## src/sv/ftpr_pkg.sv

```systemverilog
// ----------------------------------------------------------------------------
// ftpr_pkg
// Types and codes shared by the file-transfer packet receiver modules.
// ----------------------------------------------------------------------------
package ftpr_pkg;

   // Input word: one packet byte and its end-of-packet mark
   typedef struct packed {
      logic [7:0] rx_byte;
      logic       last_byte;
   } req_type;

   // Result word, one per input word
   typedef struct packed {
      logic [1:0]  out_kind;
      logic [7:0]  out_byte;
      logic [2:0]  packet_status;
      logic [7:0]  seq_number;
      logic [15:0] payload_length;
      logic [63:0] file_size;
      logic        name_present;
      logic [63:0] expected_total;
      logic [63:0] received_total;
      logic        session_open;
   } rsp_type;

   // Configuration registers
   localparam int CSR_INDEX_W = 3;
   localparam logic [CSR_INDEX_W-1:0] CSR_DATA_CODE  = 3'd0;
   localparam logic [CSR_INDEX_W-1:0] CSR_START_CODE = 3'd1;
   localparam logic [CSR_INDEX_W-1:0] CSR_END_CODE   = 3'd2;
   localparam logic [CSR_INDEX_W-1:0] CSR_SIZE_TAG   = 3'd3;
   localparam logic [CSR_INDEX_W-1:0] CSR_NAME_TAG   = 3'd4;

   typedef struct packed {
      logic [7:0] data_code;
      logic [7:0] start_code;
      logic [7:0] end_code;
      logic [7:0] size_tag;
      logic [7:0] name_tag;
   } cfg_type;

   localparam cfg_type CFG_RESET = '{
      data_code:  8'd1,
      start_code: 8'd2,
      end_code:   8'd3,
      size_tag:   8'd0,
      name_tag:   8'd1
   };

   // Packet kind, decided by the first byte
   localparam logic [1:0] KIND_DATA  = 2'd0;
   localparam logic [1:0] KIND_START = 2'd1;
   localparam logic [1:0] KIND_END   = 2'd2;
   localparam logic [1:0] KIND_OTHER = 2'd3;

   // Classified word passed from front to back
   typedef struct packed {
      logic [7:0] rx_byte;
      logic       last_byte;
      logic [1:0] lead_kind;
   } word_type;

   localparam int QUEUE_DEPTH = 2;

   // Streamed byte kind
   localparam logic [1:0] OUT_NONE    = 2'd0;
   localparam logic [1:0] OUT_PAYLOAD = 2'd1;
   localparam logic [1:0] OUT_NAME    = 2'd2;

   // Packet status
   localparam logic [2:0] ST_PENDING    = 3'd0;
   localparam logic [2:0] ST_DATA_OK    = 3'd1;
   localparam logic [2:0] ST_DATA_SHORT = 3'd2;
   localparam logic [2:0] ST_NO_SESSION = 3'd3;
   localparam logic [2:0] ST_START_OK   = 3'd4;
   localparam logic [2:0] ST_START_BAD  = 3'd5;
   localparam logic [2:0] ST_END        = 3'd6;
   localparam logic [2:0] ST_UNKNOWN    = 3'd7;

endpackage

```

## src/sv/ftpr_front.sv

```systemverilog
// ----------------------------------------------------------------------------
// ftpr_front
// Configuration registers and first-byte classification of incoming words.
// ----------------------------------------------------------------------------
module ftpr_front (
   input  logic                               clock,
   input  logic                               reset,
   input  logic                               req_valid,
   output logic                               req_ready,
   input  ftpr_pkg::req_type                  req_payload,
   input  logic                               csr_valid,
   output logic                               csr_ready,
   input  logic [ftpr_pkg::CSR_INDEX_W-1:0]   csr_index,
   input  logic [7:0]                         csr_wdata,
   output ftpr_pkg::cfg_type                  cfg,
   output logic                               push_valid,
   input  logic                               push_ready,
   output ftpr_pkg::word_type                 push_word
);

   ftpr_pkg::cfg_type cfg_ff;
   ftpr_pkg::cfg_type cfg_in;
   logic [1:0]        lead_kind;

   assign csr_ready = 1'b1;

   always_comb begin
      cfg_in = cfg_ff;
      if (csr_valid) begin
         case (csr_index)
            ftpr_pkg::CSR_DATA_CODE:  cfg_in.data_code  = csr_wdata;
            ftpr_pkg::CSR_START_CODE: cfg_in.start_code = csr_wdata;
            ftpr_pkg::CSR_END_CODE:   cfg_in.end_code   = csr_wdata;
            ftpr_pkg::CSR_SIZE_TAG:   cfg_in.size_tag   = csr_wdata;
            ftpr_pkg::CSR_NAME_TAG:   cfg_in.name_tag   = csr_wdata;
            default:                  cfg_in = cfg_ff;
         endcase
      end
   end

   always_ff @(posedge clock) begin
      if (reset) begin
         cfg_ff <= ftpr_pkg::CFG_RESET;
      end else begin
         cfg_ff <= cfg_in;
      end
   end

   // Start code wins over data code, data over end
   always_comb begin
      if (req_payload.rx_byte == cfg_ff.start_code) begin
         lead_kind = ftpr_pkg::KIND_START;
      end else if (req_payload.rx_byte == cfg_ff.data_code) begin
         lead_kind = ftpr_pkg::KIND_DATA;
      end else if (req_payload.rx_byte == cfg_ff.end_code) begin
         lead_kind = ftpr_pkg::KIND_END;
      end else begin
         lead_kind = ftpr_pkg::KIND_OTHER;
      end
   end

   assign cfg                 = cfg_ff;
   assign push_valid          = req_valid;
   assign req_ready           = push_ready;
   assign push_word.rx_byte   = req_payload.rx_byte;
   assign push_word.last_byte = req_payload.last_byte;
   assign push_word.lead_kind = lead_kind;

endmodule

```

## src/sv/ftpr_queue.sv

```systemverilog
// ----------------------------------------------------------------------------
// ftpr_queue
// Short word queue between the classifying front and the parsing back.
// ----------------------------------------------------------------------------
module ftpr_queue (
   input  logic               clock,
   input  logic               reset,
   input  logic               push_valid,
   output logic               push_ready,
   input  ftpr_pkg::word_type push_word,
   output logic               pop_valid,
   input  logic               pop_ready,
   output ftpr_pkg::word_type pop_word
);

   localparam int Depth  = ftpr_pkg::QUEUE_DEPTH;
   localparam int PtrW   = (Depth > 1) ? $clog2(Depth) : 1;
   localparam int CountW = $clog2(Depth + 1);

   ftpr_pkg::word_type entries_ff [Depth];
   logic [PtrW-1:0]    wr_ptr_ff, wr_ptr_in;
   logic [PtrW-1:0]    rd_ptr_ff, rd_ptr_in;
   logic [CountW-1:0]  count_ff, count_in;
   logic               push, pop;

   assign push_ready = (count_ff != CountW'(Depth));
   assign pop_valid  = (count_ff != '0);
   assign pop_word   = entries_ff[rd_ptr_ff];
   assign push       = push_valid && push_ready;
   assign pop        = pop_valid && pop_ready;

   always_comb begin
      wr_ptr_in = wr_ptr_ff;
      rd_ptr_in = rd_ptr_ff;
      count_in  = count_ff;
      if (push) begin
         wr_ptr_in = (wr_ptr_ff == PtrW'(Depth - 1)) ? '0 : wr_ptr_ff + PtrW'(1);
      end
      if (pop) begin
         rd_ptr_in = (rd_ptr_ff == PtrW'(Depth - 1)) ? '0 : rd_ptr_ff + PtrW'(1);
      end
      if (push && !pop) begin
         count_in = count_ff + CountW'(1);
      end else if (pop && !push) begin
         count_in = count_ff - CountW'(1);
      end
   end

   always_ff @(posedge clock) begin
      if (reset) begin
         wr_ptr_ff <= '0;
         rd_ptr_ff <= '0;
         count_ff  <= '0;
      end else begin
         wr_ptr_ff <= wr_ptr_in;
         rd_ptr_ff <= rd_ptr_in;
         count_ff  <= count_in;
      end
   end

   always_ff @(posedge clock) begin
      if (push) begin
         entries_ff[wr_ptr_ff] <= push_word;
      end
   end

   a_count_bound: assert property (@(posedge clock) disable iff (reset)
      count_ff <= CountW'(Depth))
      else $error("queue count beyond depth");

endmodule

```

## src/sv/ftpr_back.sv

```systemverilog
// ----------------------------------------------------------------------------
// ftpr_back
// Packet parser: walks data headers and control fields, keeps session
// counters and registers one result word per input word.
// ----------------------------------------------------------------------------
module ftpr_back #(
   parameter int SIZE_BYTES_MAX = 8
) (
   input  logic               clock,
   input  logic               reset,
   input  ftpr_pkg::cfg_type  cfg,
   input  logic               pop_valid,
   output logic               pop_ready,
   input  ftpr_pkg::word_type pop_word,
   output logic               rsp_valid,
   input  logic               rsp_ready,
   output ftpr_pkg::rsp_type  rsp_payload
);

   localparam int TakenW = $clog2(SIZE_BYTES_MAX + 1);

   localparam logic [3:0] PH_FIRST   = 4'd0;
   localparam logic [3:0] PH_SEQ     = 4'd1;
   localparam logic [3:0] PH_LEN_HI  = 4'd2;
   localparam logic [3:0] PH_LEN_LO  = 4'd3;
   localparam logic [3:0] PH_PAYLOAD = 4'd4;
   localparam logic [3:0] PH_TAG     = 4'd5;
   localparam logic [3:0] PH_LEN     = 4'd6;
   localparam logic [3:0] PH_VALUE   = 4'd7;
   localparam logic [3:0] PH_SKIP    = 4'd8;

   logic [3:0]        phase_ff, phase_in;
   logic [1:0]        kind_ff, kind_in;
   logic [7:0]        field_tag_ff, field_tag_in;
   logic [7:0]        field_left_ff, field_left_in;
   logic [TakenW-1:0] taken_ff, taken_in;
   logic [63:0]       accum_ff, accum_in;
   logic              name_seen_ff, name_seen_in;
   logic              bad_field_ff, bad_field_in;
   logic [15:0]       len_ff, len_in;
   logic [15:0]       count_ff, count_in;
   logic [7:0]        seq_ff, seq_in;
   logic              session_ff, session_in;
   logic [63:0]       expected_ff, expected_in;
   logic [63:0]       received_ff, received_in;

   logic              rsp_valid_ff, rsp_valid_in;
   ftpr_pkg::rsp_type rsp_data_ff, rsp_data_in;

   logic              fire;
   logic [7:0]        b;
   logic              tag_is_size, tag_is_name;
   logic [1:0]        okind;
   logic [7:0]        obyte;
   logic [2:0]        status_in;
   logic              namep;

   assign fire      = pop_valid && (!rsp_valid_ff || rsp_ready);
   assign pop_ready = !rsp_valid_ff || rsp_ready;
   assign b         = pop_word.rx_byte;

   // Size tag wins when both tags are equal
   assign tag_is_size = (field_tag_ff == cfg.size_tag);
   assign tag_is_name = !tag_is_size && (field_tag_ff == cfg.name_tag);

   always_comb begin
      phase_in      = phase_ff;
      kind_in       = kind_ff;
      field_tag_in  = field_tag_ff;
      field_left_in = field_left_ff;
      taken_in      = taken_ff;
      accum_in      = accum_ff;
      name_seen_in  = name_seen_ff;
      bad_field_in  = bad_field_ff;
      len_in        = len_ff;
      count_in      = count_ff;
      seq_in        = seq_ff;
      session_in    = session_ff;
      expected_in   = expected_ff;
      received_in   = received_ff;
      okind         = ftpr_pkg::OUT_NONE;
      obyte         = 8'd0;
      status_in     = ftpr_pkg::ST_PENDING;
      namep         = 1'b0;

      case (phase_ff)
         PH_FIRST: begin
            field_tag_in  = 8'd0;
            field_left_in = 8'd0;
            taken_in      = '0;
            accum_in      = 64'd0;
            name_seen_in  = 1'b0;
            bad_field_in  = 1'b0;
            len_in        = 16'd0;
            count_in      = 16'd0;
            seq_in        = 8'd0;
            kind_in       = pop_word.lead_kind;
            case (pop_word.lead_kind)
               ftpr_pkg::KIND_START: phase_in = PH_TAG;
               ftpr_pkg::KIND_DATA:  phase_in = session_ff ? PH_SEQ : PH_SKIP;
               ftpr_pkg::KIND_END:   phase_in = PH_TAG;
               default:              phase_in = PH_SKIP;
            endcase
         end
         PH_SEQ: begin
            seq_in   = b;
            phase_in = PH_LEN_HI;
         end
         PH_LEN_HI: begin
            len_in   = {b, 8'd0};
            phase_in = PH_LEN_LO;
         end
         PH_LEN_LO: begin
            len_in   = {len_ff[15:8], b};
            phase_in = PH_PAYLOAD;
         end
         PH_PAYLOAD: begin
            // drop bytes beyond the declared length
            if (count_ff < len_ff) begin
               okind    = ftpr_pkg::OUT_PAYLOAD;
               obyte    = b;
               count_in = count_ff + 16'd1;
            end
         end
         PH_TAG: begin
            field_tag_in = b;
            phase_in     = PH_LEN;
         end
         PH_LEN: begin
            field_left_in = b;
            if (tag_is_size) begin
               accum_in = 64'd0;
               taken_in = '0;
            end else if (tag_is_name) begin
               name_seen_in = 1'b1;
            end
            phase_in = (b == 8'd0) ? PH_TAG : PH_VALUE;
         end
         PH_VALUE: begin
            if (tag_is_size) begin
               if (taken_ff < TakenW'(SIZE_BYTES_MAX)) begin
                  accum_in = {accum_ff[55:0], b};
                  taken_in = taken_ff + TakenW'(1);
               end
            end else if (tag_is_name) begin
               okind = ftpr_pkg::OUT_NAME;
               obyte = b;
            end
            field_left_in = field_left_ff - 8'd1;
            if (field_left_ff == 8'd1) begin
               phase_in = PH_TAG;
            end
         end
         default: phase_in = PH_SKIP;
      endcase

      // Close the packet on its last word
      if (pop_word.last_byte) begin
         if (kind_in == ftpr_pkg::KIND_OTHER) begin
            status_in = ftpr_pkg::ST_UNKNOWN;
         end else if (kind_in == ftpr_pkg::KIND_DATA) begin
            if (phase_in == PH_SKIP) begin
               status_in = ftpr_pkg::ST_NO_SESSION;
            end else if (phase_in == PH_PAYLOAD && count_in >= len_in) begin
               received_in = received_ff + {48'd0, len_in};
               status_in   = ftpr_pkg::ST_DATA_OK;
            end else begin
               status_in = ftpr_pkg::ST_DATA_SHORT;
            end
         end else begin
            bad_field_in = (phase_in == PH_VALUE);
            namep        = !bad_field_in && name_seen_in;
            if (kind_in == ftpr_pkg::KIND_START) begin
               if (namep) begin
                  session_in  = 1'b1;
                  expected_in = accum_in;
                  received_in = 64'd0;
                  status_in   = ftpr_pkg::ST_START_OK;
               end else begin
                  status_in = ftpr_pkg::ST_START_BAD;
               end
            end else begin
               session_in = 1'b0;
               status_in  = ftpr_pkg::ST_END;
            end
         end
         phase_in = PH_FIRST;
      end

      rsp_data_in.out_kind       = okind;
      rsp_data_in.out_byte       = obyte;
      rsp_data_in.packet_status  = status_in;
      rsp_data_in.seq_number     = seq_in;
      rsp_data_in.payload_length = len_in;
      rsp_data_in.file_size      = ((kind_in == ftpr_pkg::KIND_START ||
                                     kind_in == ftpr_pkg::KIND_END) && !bad_field_in)
                                   ? accum_in : 64'd0;
      rsp_data_in.name_present   = namep;
      rsp_data_in.expected_total = expected_in;
      rsp_data_in.received_total = received_in;
      rsp_data_in.session_open   = session_in;
   end

   assign rsp_valid_in = fire ? 1'b1 : (rsp_ready ? 1'b0 : rsp_valid_ff);

   always_ff @(posedge clock) begin
      if (reset) begin
         phase_ff      <= PH_FIRST;
         kind_ff       <= ftpr_pkg::KIND_DATA;
         field_tag_ff  <= 8'd0;
         field_left_ff <= 8'd0;
         taken_ff      <= '0;
         accum_ff      <= 64'd0;
         name_seen_ff  <= 1'b0;
         bad_field_ff  <= 1'b0;
         len_ff        <= 16'd0;
         count_ff      <= 16'd0;
         seq_ff        <= 8'd0;
         session_ff    <= 1'b0;
         expected_ff   <= 64'd0;
         received_ff   <= 64'd0;
         rsp_valid_ff  <= 1'b0;
      end else begin
         rsp_valid_ff <= rsp_valid_in;
         if (fire) begin
            phase_ff      <= phase_in;
            kind_ff       <= kind_in;
            field_tag_ff  <= field_tag_in;
            field_left_ff <= field_left_in;
            taken_ff      <= taken_in;
            accum_ff      <= accum_in;
            name_seen_ff  <= name_seen_in;
            bad_field_ff  <= bad_field_in;
            len_ff        <= len_in;
            count_ff      <= count_in;
            seq_ff        <= seq_in;
            session_ff    <= session_in;
            expected_ff   <= expected_in;
            received_ff   <= received_in;
         end
      end
   end

   always_ff @(posedge clock) begin
      if (fire) begin
         rsp_data_ff <= rsp_data_in;
      end
   end

   assign rsp_valid   = rsp_valid_ff;
   assign rsp_payload = rsp_data_ff;

   a_count_in_length: assert property (@(posedge clock) disable iff (reset)
      phase_ff == PH_PAYLOAD |-> count_ff <= len_ff)
      else $error("payload count ran past declared length");

   a_stream_status: assert property (@(posedge clock) disable iff (reset)
      rsp_valid_ff && rsp_data_ff.out_kind != ftpr_pkg::OUT_NONE |->
         rsp_data_ff.packet_status != ftpr_pkg::ST_NO_SESSION &&
         rsp_data_ff.packet_status != ftpr_pkg::ST_UNKNOWN)
      else $error("streamed byte on a refused or unknown packet");

   a_name_status: assert property (@(posedge clock) disable iff (reset)
      rsp_valid_ff && rsp_data_ff.name_present |->
         rsp_data_ff.packet_status == ftpr_pkg::ST_START_OK ||
         rsp_data_ff.packet_status == ftpr_pkg::ST_END)
      else $error("name flag outside a good control packet");

   a_session_opens: assert property (@(posedge clock) disable iff (reset)
      fire && status_in == ftpr_pkg::ST_START_OK |=> session_ff)
      else $error("good start did not open the session");

endmodule

```

## src/sv/file_transfer_packet_receiver.sv

```systemverilog
// ----------------------------------------------------------------------------
// file_transfer_packet_receiver
// Receiver for data, start and end packets of a file-transfer link.
// ----------------------------------------------------------------------------
// Takes one packet byte per clock while the rsp side keeps up and returns
// exactly one result word per byte, so a sustained rate of one word per cycle.
// The edge that accepts a word on the req side writes it into the two-entry
// queue behind the classifier; from there it passes through the parser into
// the result register, which drives the rsp side. The parser never stalls on
// its own; only a stalled rsp side holds it, and the queue then fills and
// drops req_ready. Payload bytes of a data packet that ends with status
// "data short" have already been streamed and must be thrown away downstream.
// Register writes are always taken (csr_ready is tied high); write them only
// while no words are in flight. There is no clearing pass after reset.
module file_transfer_packet_receiver #(
   parameter int SIZE_BYTES_MAX = 8
) (
   input  logic                             clock,
   input  logic                             reset,
   input  logic                             req_valid,
   output logic                             req_ready,
   input  ftpr_pkg::req_type                req_payload,
   output logic                             rsp_valid,
   input  logic                             rsp_ready,
   output ftpr_pkg::rsp_type                rsp_payload,
   input  logic                             csr_valid,
   output logic                             csr_ready,
   input  logic [ftpr_pkg::CSR_INDEX_W-1:0] csr_index,
   input  logic [7:0]                       csr_wdata
);

   ftpr_pkg::cfg_type  cfg;
   logic               push_valid, push_ready;
   ftpr_pkg::word_type push_word;
   logic               pop_valid, pop_ready;
   ftpr_pkg::word_type pop_word;

   ftpr_front u_front (
      .clock       (clock),
      .reset       (reset),
      .req_valid   (req_valid),
      .req_ready   (req_ready),
      .req_payload (req_payload),
      .csr_valid   (csr_valid),
      .csr_ready   (csr_ready),
      .csr_index   (csr_index),
      .csr_wdata   (csr_wdata),
      .cfg         (cfg),
      .push_valid  (push_valid),
      .push_ready  (push_ready),
      .push_word   (push_word)
   );

   ftpr_queue u_queue (
      .clock      (clock),
      .reset      (reset),
      .push_valid (push_valid),
      .push_ready (push_ready),
      .push_word  (push_word),
      .pop_valid  (pop_valid),
      .pop_ready  (pop_ready),
      .pop_word   (pop_word)
   );

   ftpr_back #(
      .SIZE_BYTES_MAX (SIZE_BYTES_MAX)
   ) u_back (
      .clock       (clock),
      .reset       (reset),
      .cfg         (cfg),
      .pop_valid   (pop_valid),
      .pop_ready   (pop_ready),
      .pop_word    (pop_word),
      .rsp_valid   (rsp_valid),
      .rsp_ready   (rsp_ready),
      .rsp_payload (rsp_payload)
   );

endmodule

```

## config.mk

```make
export PLATFORM = sky130hd
export DESIGN_NAME = file_transfer_packet_receiver
export DESIGN_NICKNAME = d
export VERILOG_FILES = /design/src/sv/ftpr_pkg.sv /design/src/sv/ftpr_front.sv /design/src/sv/ftpr_queue.sv /design/src/sv/ftpr_back.sv /design/src/sv/file_transfer_packet_receiver.sv
export SDC_FILE = /design/constraint.sdc
export NUM_CORES = 1
export LEC_CHECK = 0
export BUFFER_PORTS_ARGS = -buffer_cell sky130_fd_sc_hd__buf_4
export CORE_MARGIN = 2
export CORE_UTILIZATION = 30
export DETAILED_ROUTE_END_ITERATION = 12
export PLACE_DENSITY_LB_ADDON = 0.3
export SETUP_SLACK_MARGIN = 0.02
export SLEW_MARGIN = 5
export SYNTH_ARGS = -nofsm -noshare
export SYNTH_HDL_FRONTEND = slang
export SYNTH_SLANG_ARGS = --single-unit
```

## constraint.sdc

```tcl
create_clock -name clock -period 8.8 [get_ports clock]
set_clock_uncertainty 0.2 [all_clocks]
set_input_delay 0 -clock clock [delete_from_list [all_inputs] [get_ports clock]]
set_output_delay 0 -clock clock [all_outputs]
set_load 0.02 [all_outputs]
```

==> results by group <==
STA
  – Worst Slack Setup Final: 2.64 ns
  – Final setup vio count: 0
  – Final hold violation count: 0
  – Top achievable clock speed: between 150 and 200 MHz
  – RSZ-0062 raised after global routing: false
  – Min Tclk post-route: 6.16 ns
  – Hold_ws: 0.0340 ns
  – Pins over their slew limit: 0
  – Slew HR: 23.6%
  – Setup TNS: 0 ns
  – Tcrit/Tclk final: 70.0%
  – Worst-margin pin slew: 1.14 ns

Logic synthesis
  – Compound-Gate Fraction of Synth Area: about a fifth
  – Mapped Nets: 2693
  – Number of synthesized flops with an enable pin: 253
  – Syn avg cell area: a little under 10 sq um
  – Ys Warns: 0
  – Register bit count reported by yosys: 560
  – Post-Syn Instances: around 2.6k
  – Post-Synthesis Cell Area: roughly 26000 sq um
  – Post-synthesis mux area share: ~1.2%
  – Synth cell types: 82
  – Post-synthesis adder-cell area fraction: 2.92%
  – Sequential cell area fraction in the yosys report: a little over half
  – Combinational family with the most area after synthesis: compound AO/OA/AOI/OAI gates
  – Ys async rst share: 0%
  – XOR/XNOR Fraction of Synth Area: ~2%
  – Top_reg_cell synth: dfxtp_1
  – Post-Synth Simple-Gate Area: 16.1%

Place
  – Dpl cell area: 28500 sq um
  – Setup WS pre-CTS: 2.70 ns
  – Detailed placer's ending HPWL: 49000 um
  – Final Wtd Congestion: 0.837
  – PortBufs: 257
  – Placed insts: approximately 3.9k

Global route
  – GRT Total Usage: 16.3%
  – GRT overflow: 0
  – Largest net degree at the start of global routing: 108
  – Initial antenna violation count: 0
  – Met3 usage: 2.97%
  – Met1 usage: 22.4%
  – Global-route wire length before repair: around 110000 um
  – M2 GR Usage: 25.9%
  – Most Crowded Layer GR: met2
  – Number of global-route vias before repair: 19.1k

Layout
  – Area growth syn-to-layout: 22.2%
  – Design area: about 31000 sq um
  – Filler cell count: 8571
  – Layout net count: 2917
  – Layout cells sized above 1: 15.1%
  – Final Util: 36.8%
  – Ant. Diodes: 0
  – Most common cell after layout, fill and taps aside: nor2_1
  – Layout Cells excl Fill: 4031
  – Most frequent cells in the layout: 321 x nor2_1, 307 x dfxtp_1, 288 x buf_4, 253 x nand2_1, 253 x edfxtp_1

Worst setup path
  – Crit-path slowest cell: a211oi_4
  – Critical path's largest stage delay: 0.96 ns
  – Critical Path Sink Type: flip-flop
  – CP arrival: 6.49 ns
  – Crit-path max FO: 27
  – Type of origin of the critical path: flip-flop
  – Critical path class: reg2reg
  – Crit path cell chain: ha_1, a21o_1, a21o_1, a211oi_1, o211ai_1, a21oi_2, buf_4, nand4_1, o211ai_1, o31ai_1, ha_1, a211o_1, a21oi_1, o21ai_0, a211oi_4, or2_2, a21oi_1, nor2_1, a22o_1
  – Required @ worst endpoint: 9.13 ns
  – FF-to-FF setup slack: ~2.6 ns

Outcome
  – Status: finished, final reports clean

Routing
  – 1st-iter DRT viols: 1589
  – Number of nets with antenna violations after detailed routing: 0
  – Via density: 5.13
  – Final wirelength: 74100 um
  – Total number of vias: 20.7k
  – Drt wl/cell: about 18 um
  – DRT Pass-1 Iters: 5
  – Residual DRC: 0

Floorplan
  – Site Rows: around 110
  – Die width: roughly 300 um
  – Die area: 87500 sq um
  – Die Y: between 200 and 300 um
  – Core area: 84700 sq um
  – Starting Density: ~30%
  – IO Count: 259

Clock tree
  – Setup Fix Bufs, Post-CTS: 0
  – Root buf cell: clkbuf_16
  – CTS tree: built
  – TritonCTS buffer count: 67
  – Clock buffer depth: 3
  – H-tree levels: 3
  – Worst-path clk slew: 0.06 ns
  – CTS sink count: 560
  – Clock Latency Late Sink: roughly 0.62 ns

Power
  – Power density over the cells: 308 nW/um^2
  – Final Total Pwr: 9.61 mW
  – VDD IR max: 187 uV
  – Leak: 10.9 nW

Hold path
  – Hold WC Path Type: in2reg

Run
  – Max Cap Viol: 0
[per-layer routing]
| metal | up-vias | wire length, um |
|---|---|---|
| met2 | 506 | 34600 |
| li1 | 10100 | - |
| met4 | 0 | 1860 |
| met5 | - | 0 |
| met3 | 98 | 3890 |
| met1 | 9940 | 33800 |
[kinds of logic after synthesis]
| logic type | count (synthesis) |
|---|---|
| adders and majority gates | 59 |
| buffers and inverters | 240 |
| muxes | 30 |
| AOI/OAI and AO/OA | 783 |
| other | 1 |
| DFF | 560 |
| and+or+nand+nor | 876 |
| xor gates and xnor gates | 60 |
[cell type report]
cell class	count	area (sq um)	share of cell area (%)
clock buffer	96	1910	6.12
clock inverter	27	355	1.14
inverter	59	229	0.733
multi-input combinational	1809	10900	34.9
sequential	560	13700	44.0
tap	1144	1430	4.58
timing repair buffer	336	2650	8.48
[synthesized netlist by cell type (17+ instances only)]
library cell | count | area share, %
nor2_1 | 324 | 4.8
nand4_1 | 46 | 1.1
a22oi_1 | 85 | 2.5
xnor2_1 | 43 | 1.5
or3_1 | 27 | 0.66
clkbuf_1 | 141 | 2.1
buf_2 | 28 | 0.55
a22o_1 | 33 | 1.1
a31oi_1 | 35 | 0.86
ha_1 | 58 | 2.8
nand3_1 | 51 | 1.0
a21oi_1 | 148 | 2.9
edfxtp_1 | 253 | 30
o31ai_1 | 28 | 0.82
dfxtp_1 | 307 | 24
nor3_1 | 24 | 0.47
o21ai_1 | 31 | 0.61
xor2_1 | 17 | 0.58
o21ai_0 | 166 | 3.3
or4_1 | 19 | 0.56
and3_1 | 33 | 0.81
mux2i_1 | 21 | 0.82
a211oi_1 | 157 | 4.6
inv_1 | 58 | 0.85
nand2_1 | 255 | 3.7
[sequential cells by signal, summed over array words and instances (netlist names), 4 cells and up, named ones only]
register and flops:
u_back.rsp_payload 231, u_back.seq_ff 8, u_back.count_ff 16, u_back.accum_ff 64, u_back.field_left_ff 8, u_front.cfg 40, u_back.received_ff 64, u_queue.entries_ff 22
u_back.expected_ff 64, u_back.taken_ff 4, u_back.phase_ff 4, u_back.field_tag_ff 8, u_back.len_ff 16
[path summary, 6_finish.rpt]
path,end,cells past startpoint,from
min,u_queue.entries_ff[0][3],2,req_payload[1]
min reg2reg,u_back.seq_ff[2],2,u_back.seq_ff[2]
max reg2reg,u_back.received_ff[7],19,u_back.count_ff[9]
max,u_back.received_ff[7],19,u_back.count_ff[9]
[what timing repair did]
item | 4_1_cts | 5_1_grt
resized for setup | 0 | 0
hold buffers | 47 | 0
hold endpoints to repair | 158 | 0
[worst max-delay path: cells and delay by family (launching register included)]
family / cells / cell delay, ns
compound gates: 13 / 3.12
simple gates: 3 / 1.42
flops: 1 / 0.44
fa+ha+maj: 2 / 0.61
buf+inv: 1 / 0.29
[power breakdown]
| group | switching [mW] | total, mW | internal [mW] |
|---|---|---|---|
| Sequential | 0.324 | 3.80 | 3.48 |
| Clock | 1.17 | 2.82 | 1.66 |
| Combinational | 2.08 | 2.98 | 0.906 |
| Total | 3.57 | 9.61 | 6.04 |
No activity file was read; power rests on OpenSTA's default activity.
